File: src/design/rep_pkg.sv
package rep_pkg;

    // protection mode reported with each result
    typedef enum logic [1:0] {
        MODE_NORMAL   = 2'd0,
        MODE_OVER     = 2'd1,
        MODE_REDUCED  = 2'd2,
        MODE_RECOVERY = 2'd3
    } prot_mode_t;

    // configuration register indexes
    localparam int CFG_IDX_W = 3;
    localparam logic [CFG_IDX_W-1:0] CFG_MAX_REQUEST_RATE    = 3'd0;
    localparam logic [CFG_IDX_W-1:0] CFG_MAX_BANK_ANGLE      = 3'd1;
    localparam logic [CFG_IDX_W-1:0] CFG_AUTHORITY_THRESHOLD = 3'd2;
    localparam logic [CFG_IDX_W-1:0] CFG_RECOVERY_RATE       = 3'd3;
    localparam logic [CFG_IDX_W-1:0] CFG_RATE_GAIN           = 3'd4;

    // configuration reset values
    localparam logic [14:0]        MAX_REQUEST_RATE_RST    = 15'd7680;
    localparam logic [15:0]        MAX_BANK_ANGLE_RST      = 16'd17152;
    localparam logic [15:0]        AUTHORITY_THRESHOLD_RST = 16'd8448;
    localparam logic signed [15:0] RECOVERY_RATE_RST       = -16'sd2560;
    localparam logic [15:0]        RATE_GAIN_RST           = 16'd4096;

    // aileron command limits, plus and minus full scale (32767) in Q1.15
    localparam logic signed [29:0] CMD_POS_LIMIT = 30'sd32767;
    localparam logic signed [29:0] CMD_NEG_LIMIT = -30'sd32767;

    // pipeline layout
    localparam int DIV_STEPS  = 15;
    localparam int STG_IN     = 0;
    localparam int STG_PREP   = 1;
    localparam int STG_MUL    = 2;
    localparam int STG_DIV0   = 3;
    localparam int STG_SEL    = STG_DIV0 + DIV_STEPS + 1;
    localparam int STG_GAIN   = STG_SEL + 1;
    localparam int PIPE_DEPTH = STG_GAIN + 1;

endpackage

File: src/design/rep_in_if.sv
interface rep_in_if;
    logic               valid;
    logic               ready;
    logic signed [16:0] bank_angle;
    logic signed [15:0] stick_roll;
    logic signed [15:0] roll_rate;

    modport source (output valid, output bank_angle, output stick_roll, output roll_rate,
                    input ready);
    modport sink (input valid, input bank_angle, input stick_roll, input roll_rate,
                  output ready);
endinterface

File: src/design/rep_out_if.sv
interface rep_out_if;
    logic               valid;
    logic               ready;
    logic signed [15:0] aileron_command;
    logic               command_clamped;
    logic [1:0]         protection_mode;

    modport source (output valid, output aileron_command, output command_clamped,
                    output protection_mode, input ready);
    modport sink (input valid, input aileron_command, input command_clamped,
                  input protection_mode, output ready);
endinterface

File: src/design/rep_cfg_if.sv
interface rep_cfg_if;
    logic        valid;
    logic        ready;
    logic [2:0]  index;
    logic [15:0] data;

    modport source (output valid, output index, output data, input ready);
    modport sink (input valid, input index, input data, output ready);
endinterface

File: src/design/roll_envelope_protection.sv
// order: input, prep, multiply, divider set-up, divider, selection, gain, output register
// throughput: one sample per cycle unless a full pipe stalls; the authority bound comes
// from a 15-stage restoring divider, one quotient bit per stage, setting pipeline depth
// a bubble in any stage lets input continue while a finished result waits at the output
// reset: all valid bits clear and the configuration registers load their reset values
module roll_envelope_protection
    import rep_pkg::*;
(
    input  logic          clk,
    input  logic          rst_n,
    rep_in_if.sink        sample,
    rep_out_if.source     result,
    rep_cfg_if.sink       cfg
);

    // configuration registers
    logic [14:0]        max_rate_reg;
    logic [15:0]        max_bank_reg;
    logic [15:0]        threshold_reg;
    logic signed [15:0] recovery_reg;
    logic [15:0]        gain_reg;

    assign cfg.ready = 1'b1;

    always_ff @(posedge clk or negedge rst_n)
    begin
        if (!rst_n)
        begin
            max_rate_reg  <= MAX_REQUEST_RATE_RST;
            max_bank_reg  <= MAX_BANK_ANGLE_RST;
            threshold_reg <= AUTHORITY_THRESHOLD_RST;
            recovery_reg  <= RECOVERY_RATE_RST;
            gain_reg      <= RATE_GAIN_RST;
        end
        else if (cfg.valid)
        begin
            unique case (cfg.index)
                CFG_MAX_REQUEST_RATE:    max_rate_reg  <= cfg.data[14:0];
                CFG_MAX_BANK_ANGLE:      max_bank_reg  <= cfg.data;
                CFG_AUTHORITY_THRESHOLD: threshold_reg <= cfg.data;
                CFG_RECOVERY_RATE:       recovery_reg  <= $signed(cfg.data);
                CFG_RATE_GAIN:           gain_reg      <= cfg.data;
                default:                 ;
            endcase
        end
    end

    // pipeline valid bits and stage enables
    logic [PIPE_DEPTH-1:0] vld_reg;
    logic [PIPE_DEPTH-1:0] vld_next;
    logic [PIPE_DEPTH:0]   en;
    logic                  out_valid_reg;

    // a stage loads when the output drains or any stage at or after it holds a bubble
    always_comb
    begin
        en[PIPE_DEPTH] = !out_valid_reg || result.ready;
        for (int k = 0; k < PIPE_DEPTH; k++)
        begin
            en[k] = en[PIPE_DEPTH]
                 || !(&(vld_reg | PIPE_DEPTH'((64'd1 << k) - 64'd1)));
        end
    end

    assign sample.ready = en[STG_IN];
    assign vld_next     = {vld_reg[PIPE_DEPTH-2:0], sample.valid};

    always_ff @(posedge clk or negedge rst_n)
    begin
        if (!rst_n)
        begin
            vld_reg       <= '0;
            out_valid_reg <= 1'b0;
        end
        else
        begin
            for (int k = 0; k < PIPE_DEPTH; k++)
            begin
                if (en[k])
                begin
                    vld_reg[k] <= vld_next[k];
                end
            end
            if (en[PIPE_DEPTH])
            begin
                out_valid_reg <= vld_reg[PIPE_DEPTH-1];
            end
        end
    end

    // input capture
    logic signed [16:0] s0_bank_reg;
    logic signed [15:0] s0_stick_reg;
    logic signed [15:0] s0_rate_reg;

    always_ff @(posedge clk)
    begin
        if (en[STG_IN])
        begin
            s0_bank_reg  <= sample.bank_angle;
            s0_stick_reg <= sample.stick_roll;
            s0_rate_reg  <= sample.roll_rate;
        end
    end

    // bank magnitude, band distance and mode decision
    logic [16:0]        mag;
    logic               band;
    logic               stick_zero;
    prot_mode_t         s1_mode_next;
    logic [15:0]        s1_diff_reg;
    prot_mode_t         s1_mode_reg;
    logic               s1_bneg_reg;
    logic               s1_bzero_reg;
    logic signed [15:0] s1_stick_reg;
    logic signed [15:0] s1_rate_reg;

    always_comb
    begin
        mag        = s0_bank_reg[16] ? 17'(-s0_bank_reg) : 17'(s0_bank_reg);
        band       = mag > {1'b0, threshold_reg};
        stick_zero = (s0_stick_reg == 16'sd0);
        priority if (mag >= {1'b0, max_bank_reg})
            s1_mode_next = MODE_OVER;
        else if (band && !stick_zero && (s0_bank_reg[16] != s0_stick_reg[15]))
            s1_mode_next = MODE_REDUCED;
        else if (band && stick_zero)
            s1_mode_next = MODE_RECOVERY;
        else
            s1_mode_next = MODE_NORMAL;
    end

    always_ff @(posedge clk)
    begin
        if (en[STG_PREP])
        begin
            s1_diff_reg  <= 16'(mag - {1'b0, threshold_reg});
            s1_mode_reg  <= s1_mode_next;
            s1_bneg_reg  <= s0_bank_reg[16];
            s1_bzero_reg <= (s0_bank_reg == 17'sd0);
            s1_stick_reg <= s0_stick_reg;
            s1_rate_reg  <= s0_rate_reg;
        end
    end

    // stick request and bound numerator products
    logic signed [31:0] s2_prod_reg;
    logic [30:0]        s2_num_reg;
    prot_mode_t         s2_mode_reg;
    logic               s2_bneg_reg;
    logic               s2_bzero_reg;
    logic signed [15:0] s2_rate_reg;

    always_ff @(posedge clk)
    begin
        if (en[STG_MUL])
        begin
            s2_prod_reg  <= s1_stick_reg * $signed({1'b0, max_rate_reg});
            s2_num_reg   <= s1_diff_reg * max_rate_reg;
            s2_mode_reg  <= s1_mode_reg;
            s2_bneg_reg  <= s1_bneg_reg;
            s2_bzero_reg <= s1_bzero_reg;
            s2_rate_reg  <= s1_rate_reg;
        end
    end

    // request scaled to Q8.8 toward zero, divider set up
    logic               des_corr;
    logic signed [15:0] s3_des_reg;
    logic [15:0]        s3_rem_reg;
    logic [14:0]        s3_low_reg;
    prot_mode_t         s3_mode_reg;
    logic               s3_bneg_reg;
    logic               s3_bzero_reg;
    logic signed [15:0] s3_rate_reg;

    assign des_corr = s2_prod_reg[31] && (s2_prod_reg[14:0] != 15'd0);

    always_ff @(posedge clk)
    begin
        if (en[STG_DIV0])
        begin
            s3_des_reg   <= 16'(s2_prod_reg >>> 15) + 16'(des_corr);
            s3_rem_reg   <= s2_num_reg[30:15];
            s3_low_reg   <= s2_num_reg[14:0];
            s3_mode_reg  <= s2_mode_reg;
            s3_bneg_reg  <= s2_bneg_reg;
            s3_bzero_reg <= s2_bzero_reg;
            s3_rate_reg  <= s2_rate_reg;
        end
    end

    // restoring divider, one quotient bit per stage
    logic [15:0]        span;
    logic [15:0]        div_rem_reg  [DIV_STEPS];
    logic [14:0]        div_low_reg  [DIV_STEPS];
    logic [14:0]        div_quo_reg  [DIV_STEPS];
    logic signed [15:0] div_des_reg  [DIV_STEPS];
    prot_mode_t         div_mode_reg [DIV_STEPS];
    logic               div_bneg_reg [DIV_STEPS];
    logic               div_bzero_reg[DIV_STEPS];
    logic signed [15:0] div_rate_reg [DIV_STEPS];
    logic [15:0]        div_rem_next [DIV_STEPS];
    logic [14:0]        div_low_next [DIV_STEPS];
    logic [14:0]        div_quo_next [DIV_STEPS];

    assign span = max_bank_reg - threshold_reg;

    always_comb
    begin
        logic [15:0] rem_in;
        logic [14:0] low_in;
        logic [14:0] quo_in;
        logic [16:0] trial;
        for (int j = 0; j < DIV_STEPS; j++)
        begin
            if (j == 0)
            begin
                rem_in = s3_rem_reg;
                low_in = s3_low_reg;
                quo_in = '0;
            end
            else
            begin
                rem_in = div_rem_reg[j-1];
                low_in = div_low_reg[j-1];
                quo_in = div_quo_reg[j-1];
            end
            trial           = {rem_in, low_in[14]};
            div_low_next[j] = {low_in[13:0], 1'b0};
            if (trial >= {1'b0, span})
            begin
                div_rem_next[j] = 16'(trial - {1'b0, span});
                div_quo_next[j] = {quo_in[13:0], 1'b1};
            end
            else
            begin
                div_rem_next[j] = trial[15:0];
                div_quo_next[j] = {quo_in[13:0], 1'b0};
            end
        end
    end

    always_ff @(posedge clk)
    begin
        for (int j = 0; j < DIV_STEPS; j++)
        begin
            if (en[STG_DIV0+1+j])
            begin
                div_rem_reg[j] <= div_rem_next[j];
                div_low_reg[j] <= div_low_next[j];
                div_quo_reg[j] <= div_quo_next[j];
                if (j == 0)
                begin
                    div_des_reg[j]   <= s3_des_reg;
                    div_mode_reg[j]  <= s3_mode_reg;
                    div_bneg_reg[j]  <= s3_bneg_reg;
                    div_bzero_reg[j] <= s3_bzero_reg;
                    div_rate_reg[j]  <= s3_rate_reg;
                end
                else
                begin
                    div_des_reg[j]   <= div_des_reg[j-1];
                    div_mode_reg[j]  <= div_mode_reg[j-1];
                    div_bneg_reg[j]  <= div_bneg_reg[j-1];
                    div_bzero_reg[j] <= div_bzero_reg[j-1];
                    div_rate_reg[j]  <= div_rate_reg[j-1];
                end
            end
        end
    end

    // desired rate selection and rate error
    logic [14:0]        bound;
    logic [15:0]        dmag;
    logic signed [16:0] rec_wide;
    logic signed [16:0] rec_signed;
    logic signed [15:0] des_in;
    logic signed [16:0] desired;
    logic signed [17:0] s19_err_reg;
    prot_mode_t         s19_mode_reg;

    always_comb
    begin
        des_in     = div_des_reg[DIV_STEPS-1];
        bound      = max_rate_reg - div_quo_reg[DIV_STEPS-1];
        dmag       = des_in[15] ? 16'(-des_in) : 16'(des_in);
        rec_wide   = 17'(recovery_reg);
        priority if (div_bzero_reg[DIV_STEPS-1])
            rec_signed = 17'sd0;
        else if (div_bneg_reg[DIV_STEPS-1])
            rec_signed = -rec_wide;
        else
            rec_signed = rec_wide;
        unique case (div_mode_reg[DIV_STEPS-1])
            MODE_OVER, MODE_RECOVERY:
                desired = rec_signed;
            MODE_REDUCED:
            begin
                if (dmag > {1'b0, bound})
                    desired = des_in[15] ? -$signed({2'b00, bound}) : $signed({2'b00, bound});
                else
                    desired = 17'(des_in);
            end
            default:
                desired = 17'(des_in);
        endcase
    end

    always_ff @(posedge clk)
    begin
        if (en[STG_SEL])
        begin
            s19_err_reg  <= 18'(desired) - 18'(div_rate_reg[DIV_STEPS-1]);
            s19_mode_reg <= div_mode_reg[DIV_STEPS-1];
        end
    end

    // proportional gain
    logic signed [34:0] s20_prod_reg;
    prot_mode_t         s20_mode_reg;

    always_ff @(posedge clk)
    begin
        if (en[STG_GAIN])
        begin
            s20_prod_reg <= $signed({1'b0, gain_reg}) * s19_err_reg;
            s20_mode_reg <= s19_mode_reg;
        end
    end

    // scale to Q1.15 toward zero and clamp into the output register
    logic               cmd_corr;
    logic signed [29:0] cmd_wide;
    logic signed [15:0] ail_next;
    logic               clamp_next;
    logic signed [15:0] ail_reg;
    logic               clamp_reg;
    prot_mode_t         out_mode_reg;

    always_comb
    begin
        cmd_corr = s20_prod_reg[34] && (s20_prod_reg[4:0] != 5'd0);
        cmd_wide = 30'(s20_prod_reg >>> 5) + 30'(cmd_corr);
        priority if (cmd_wide > CMD_POS_LIMIT)
        begin
            ail_next   = 16'(CMD_POS_LIMIT);
            clamp_next = 1'b1;
        end
        else if (cmd_wide < CMD_NEG_LIMIT)
        begin
            ail_next   = 16'(CMD_NEG_LIMIT);
            clamp_next = 1'b1;
        end
        else
        begin
            ail_next   = cmd_wide[15:0];
            clamp_next = 1'b0;
        end
    end

    always_ff @(posedge clk)
    begin
        if (en[PIPE_DEPTH])
        begin
            ail_reg      <= ail_next;
            clamp_reg    <= clamp_next;
            out_mode_reg <= s20_mode_reg;
        end
    end

    assign result.valid           = out_valid_reg;
    assign result.aileron_command = ail_reg;
    assign result.command_clamped = clamp_reg;
    assign result.protection_mode = out_mode_reg;

    // an accepted sample always lands in the first stage
    a_accept_lands: assert property (@(posedge clk) disable iff (!rst_n)
        (sample.valid && sample.ready) |=> vld_reg[STG_IN])
        else $error("accepted sample not captured");

    // input backpressure only when every stage and the output are full
    a_full_when_blocked: assert property (@(posedge clk) disable iff (!rst_n)
        !sample.ready |-> (result.valid && (&vld_reg)))
        else $error("input blocked while pipeline has a bubble");

    // a new result comes from the last stage
    a_result_source: assert property (@(posedge clk) disable iff (!rst_n)
        $rose(result.valid) |-> $past(vld_reg[PIPE_DEPTH-1]))
        else $error("result appeared without a valid last stage");

    // a clamped command sits exactly on a limit
    a_clamp_value: assert property (@(posedge clk) disable iff (!rst_n)
        (result.valid && result.command_clamped) |->
            (result.aileron_command == 16'sd32767 || result.aileron_command == -16'sd32767))
        else $error("clamp flag without limit value");

endmodule
File: src/flat_wrapper.sv
// flat-port wrapper written by rule: the top's interface ports become plain ports
module roll_envelope_protection_flat import rep_pkg::*;
  (clk, rst_n, sample_valid, sample_bank_angle, sample_stick_roll, sample_roll_rate, sample_ready, result_valid, result_aileron_command, result_command_clamped, result_protection_mode, result_ready, cfg_valid, cfg_index, cfg_data, cfg_ready);
  rep_in_if sample_i ();
  rep_out_if result_i ();
  rep_cfg_if cfg_i ();
  input  logic clk;
  input  logic rst_n;
  input wire logic [$bits(sample_i.valid)-1:0] sample_valid;
  input wire logic [$bits(sample_i.bank_angle)-1:0] sample_bank_angle;
  input wire logic [$bits(sample_i.stick_roll)-1:0] sample_stick_roll;
  input wire logic [$bits(sample_i.roll_rate)-1:0] sample_roll_rate;
  output wire logic [$bits(sample_i.ready)-1:0] sample_ready;
  output wire logic [$bits(result_i.valid)-1:0] result_valid;
  output wire logic [$bits(result_i.aileron_command)-1:0] result_aileron_command;
  output wire logic [$bits(result_i.command_clamped)-1:0] result_command_clamped;
  output wire logic [$bits(result_i.protection_mode)-1:0] result_protection_mode;
  input wire logic [$bits(result_i.ready)-1:0] result_ready;
  input wire logic [$bits(cfg_i.valid)-1:0] cfg_valid;
  input wire logic [$bits(cfg_i.index)-1:0] cfg_index;
  input wire logic [$bits(cfg_i.data)-1:0] cfg_data;
  output wire logic [$bits(cfg_i.ready)-1:0] cfg_ready;
  assign sample_i.valid = sample_valid;
  assign sample_i.bank_angle = sample_bank_angle;
  assign sample_i.stick_roll = sample_stick_roll;
  assign sample_i.roll_rate = sample_roll_rate;
  assign sample_ready = sample_i.ready;
  assign result_valid = result_i.valid;
  assign result_aileron_command = result_i.aileron_command;
  assign result_command_clamped = result_i.command_clamped;
  assign result_protection_mode = result_i.protection_mode;
  assign result_i.ready = result_ready;
  assign cfg_i.valid = cfg_valid;
  assign cfg_i.index = cfg_index;
  assign cfg_i.data = cfg_data;
  assign cfg_ready = cfg_i.ready;
  roll_envelope_protection u_core (.clk(clk), .rst_n(rst_n), .sample(sample_i), .result(result_i), .cfg(cfg_i));
endmodule
File: config.mk
export PLATFORM = sky130hd
export DESIGN_NAME = roll_envelope_protection_flat
export DESIGN_NICKNAME = d
export VERILOG_FILES = /design/src/design/rep_pkg.sv /design/src/design/rep_in_if.sv /design/src/design/rep_out_if.sv /design/src/design/rep_cfg_if.sv /design/src/design/roll_envelope_protection.sv /design/src/flat_wrapper.sv
export SDC_FILE = /design/constraint.sdc
export NUM_CORES = 2
export LEC_CHECK = 0
export ABC_AREA = 1
export BUFFER_PORTS_ARGS = -buffer_cell sky130_fd_sc_hd__buf_2
export CAP_MARGIN = 15
export CORE_MARGIN = 3
export CORE_UTILIZATION = 30
export CTS_BUF_LIST = sky130_fd_sc_hd__clkbuf_8
export CTS_CLUSTER_DIAMETER = 40
export DETAILED_ROUTE_END_ITERATION = 8
export GPL_TIMING_DRIVEN = 0
export SYNTH_ARGS = -nofsm -noshare
export SYNTH_HDL_FRONTEND = slang
export SYNTH_SLANG_ARGS = --single-unit
File: constraint.sdc
create_clock -name clk -period 8.4 [get_ports clk]
set_input_delay 0.42 -clock clk [delete_from_list [all_inputs] [get_ports clk]]
set_output_delay 0.42 -clock clk [all_outputs]
set_load 0.05 [all_outputs]
==> results.cfg <==
[critical_path]
cp-start-kind = register
worstPathMaxFanout = 10
worst-setup-path-type = register to register
crit_required_ps = 8960
cp_top_family = adder cells
path_buf_inv = 5
crit_path_end_kind = register
path_cells = clkbuf_1, clkbuf_1, nand2_1, inv_1, fa_1, fa_1, inv_1, fa_1, fa_1, fa_1, fa_1, inv_1, ha_1, a21oi_1, o21ai_0, a211oi_1, o211ai_1, a21oi_1, nor2_1, nor2_1, xor2_1
cp.arrival_ps = 8290
slowest_stage = fa_1
rr_worst_depth = 21
critPathMaxStageDelay_ps = 870
cp_common_cell = fa_1
cp.depth = 21

[timing]
timing.final.crit_share_pct = 92.1
setup_viol = 0
fmax_mhz = 129
fin_worst_skew_ps = 151
relSlewSlack_pct = 18.5
period_minus_slack_ps = 7740
setup_tns_ps = 0
worstMarginPinSlew_ps = 1210
final-hold-violation-count = 0
slew_violations = 0

[placed_design]
gp_congestion = 0.899
io_buffers = 93
place_hpwl_um = 173000

[logic_synthesis]
avgSynthCellArea_um2 = 10.6
ys.flop_type = edfxtp_1
async_flop_share_pct = 7.13
synth_edf_count = 1316
syn_nets = 9990
yosys_warnings = 0
seq_area_frac_synth_pct = 46.2
syn_inst = 8575
synth-seq-cells = 1417
ys_types = 62
synth_area_mm2 = 0.0910

[clock_network]
insertion_delay_ps = 960
htreeDepth = 4
cts_tree = done
clockBufferDepth = 4
cts.root.buffer_cell = clkbuf_8
cts.sinks = 1417
path_clk_slew_ps = 60
cts_made_buffers = 232

[die]
initial_core_util_pct = 30.2
fp.dieArea_mm2 = 0.310
die_w_um = 557
die_h_um = 557
rows = 201
ios = 95
core-area_mm2 = 0.301

[route]
drtIter0Drc = 4101
ant_nets = 0
wl_per_cell_um = 16.9
drcViolationCount = 0
num_vias = 59992
vias_per_cell = 4.56
wl_um = 222000
firstDrtPassIters = 6

[job]
maxCapViolations = 0

[worst_hold_path]
whs_path_depth = 3
hp-class = primary input to register

[global_routing]
antenna_found_initial = 17
grt_pass1_vias = 61199
grt-ovfl-total = 0
grt_first_pass_wirelength_um = 348000
grt_max_degree = 84
grt_util_all_layers_pct = 14.4

[outcome]
status = finished, final reports clean

[layout]
area_growth_pct = 13.0
drive_above_1_share_pct = 6.14
fin_nets = 10432
## routing by layer
layer / up-vias / track usage (%) / part of all wire, %
li1: 28838 / - / -
met1: 29221 / 18.7 / 43
met2: 1516 / 24.3 / 48
met3: 413 / 2.45 / 6.0
met4: 4 / 4.79 / 3.5
met5: - / 0 / 0.013
## layout by cell type (no fill, tap or decap), types with 200 or more instances in the layout
| cell type | instances |
|---|---|
| a21oi_1 | 552 |
| clkbuf_1 | 201 |
| clkbuf_8 | 243 |
| edfxtp_1 | 1316 |
| fa_1 | 737 |
| ha_1 | 605 |
| inv_1 | 1606 |
| nand2_1 | 1682 |
| nand3_1 | 200 |
| nor2_1 | 463 |
| o21ai_0 | 280 |
| xor2_1 | 203 |
## synthesized netlist by cell type, types with 5 or more instances
library cell / number / share of area [%]
buf_1: 12 / 0.050
buf_2: 17 / 0.094
nand2_1: 1685 / 7.0
nand4_1: 69 / 0.47
mux2_2: 9 / 0.11
o21ai_0: 280 / 1.5
dfrtp_1: 85 / 2.3
xnor2_1: 197 / 1.9
a211oi_1: 8 / 0.066
inv_1: 1558 / 6.4
o21bai_1: 17 / 0.14
nor3_1: 72 / 0.40
a31oi_1: 26 / 0.18
a21boi_0: 18 / 0.15
clkbuf_1: 202 / 0.83
o2111ai_1: 15 / 0.14
o21a_1: 13 / 0.11
nand3b_1: 10 / 0.083
edfxtp_1: 1316 / 43
a21o_1: 16 / 0.13
a21oi_1: 552 / 3.0
o211ai_1: 13 / 0.11
nor2_1: 463 / 1.9
ha_1: 605 / 8.3
o41ai_1: 11 / 0.11
nor2_4: 7 / 0.087
nand2_2: 11 / 0.076
fa_1: 737 / 16
xor2_1: 213 / 2.1
dfstp_2: 16 / 0.46
nor4_1: 41 / 0.28
nand3_1: 201 / 1.1
buf_4: 5 / 0.041
o21ai_1: 12 / 0.066
or2_2: 9 / 0.062
## per-stage QoR
stage | cell area (um^2) | utilization [%] | hold slack [ps] | instances | setup slack [ps]
finish | 103000 | 34.2 | 138 | 13164 | 665
global route | 103000 | 34.2 | 53.7 | 13161 | -14.2
CTS | 103000 | 34.2 | 0.155 | 13155 | 28.0
detailed placement | 97500 | 32.4 | 344 | 12662 | -706
global placement | 96400 | 32.0 | 400 | 12626 | -3470
floorplan | 91000 | - | 124 | 8575 | 562
## worst min-delay path, delay by kind of cell
family                 cells  cell delay, ps
AOI/OAI and AO/OA          1             260
buffers and inverters      2             350
## worst paths after layout
kind,startpoint,end,slack [ps]
min in group asynchronous,rst_n,u_core.vld_reg[5]$_DFFE_PN0P_,660
worst min register to register,u_core.div_low_reg[0][75]$_DFFE_PP_,u_core.div_low_reg[0][90]$_DFFE_PP_,280
worst max-delay path,u_core.max_rate_reg[3]$_DFFE_PN0P_,u_core.s2_prod_reg[31]$_DFFE_PP_,660
worst min-delay path,cfg_data[12],u_core.max_rate_reg[12]$_DFFE_PN1P_,140
max in group asynchronous,rst_n,u_core.vld_reg[16]$_DFFE_PN0P_,6180
worst max register to register,u_core.max_rate_reg[3]$_DFFE_PN0P_,u_core.s2_prod_reg[31]$_DFFE_PP_,660
## cell families (layout without fill, tap and decap cells)
kind of cell | Yosys count | in the layout | share of synthesized area (%)
AND/OR/NAND/NOR | 2592 | 2594 | 11.7
adder cells (fa/ha/maj) | 1342 | 1342 | 24.5
XOR/XNOR | 410 | 410 | 3.95
buffers and inverters | 1797 | 2421 | 7.48
AO/OA/AOI/OAI | 1007 | 1007 | 6.01
multiplexers | 9 | 9 | 0.111
other | 1 | 6 | 0.00412
flip-flops | 1417 | 1417 | 46.2
## layout make-up
type	count	area, um^2
tap	3958	4950
sequential	1417	42100
multi-input combinational	5363	42400
buffer	238	950
fill	30334	198000
clock buffer	243	3340
clock inverter	175	1120
antenna	5	12.5
timing repair buffer	206	2080
inverter	1559	5870
## what timing repair did
item	in CTS	in global routing
cloned	2	0
resized for setup	4	2
endpoints found under the hold margin	191	0
pin swaps	1	6
setup buffers	0	3
hold buffers	73	0
endpoints found under the setup margin	186	2
Power is left out: the tool's default activity adds up to more than one toggle a clock period on the data nets, which glitch-free logic cannot reach.
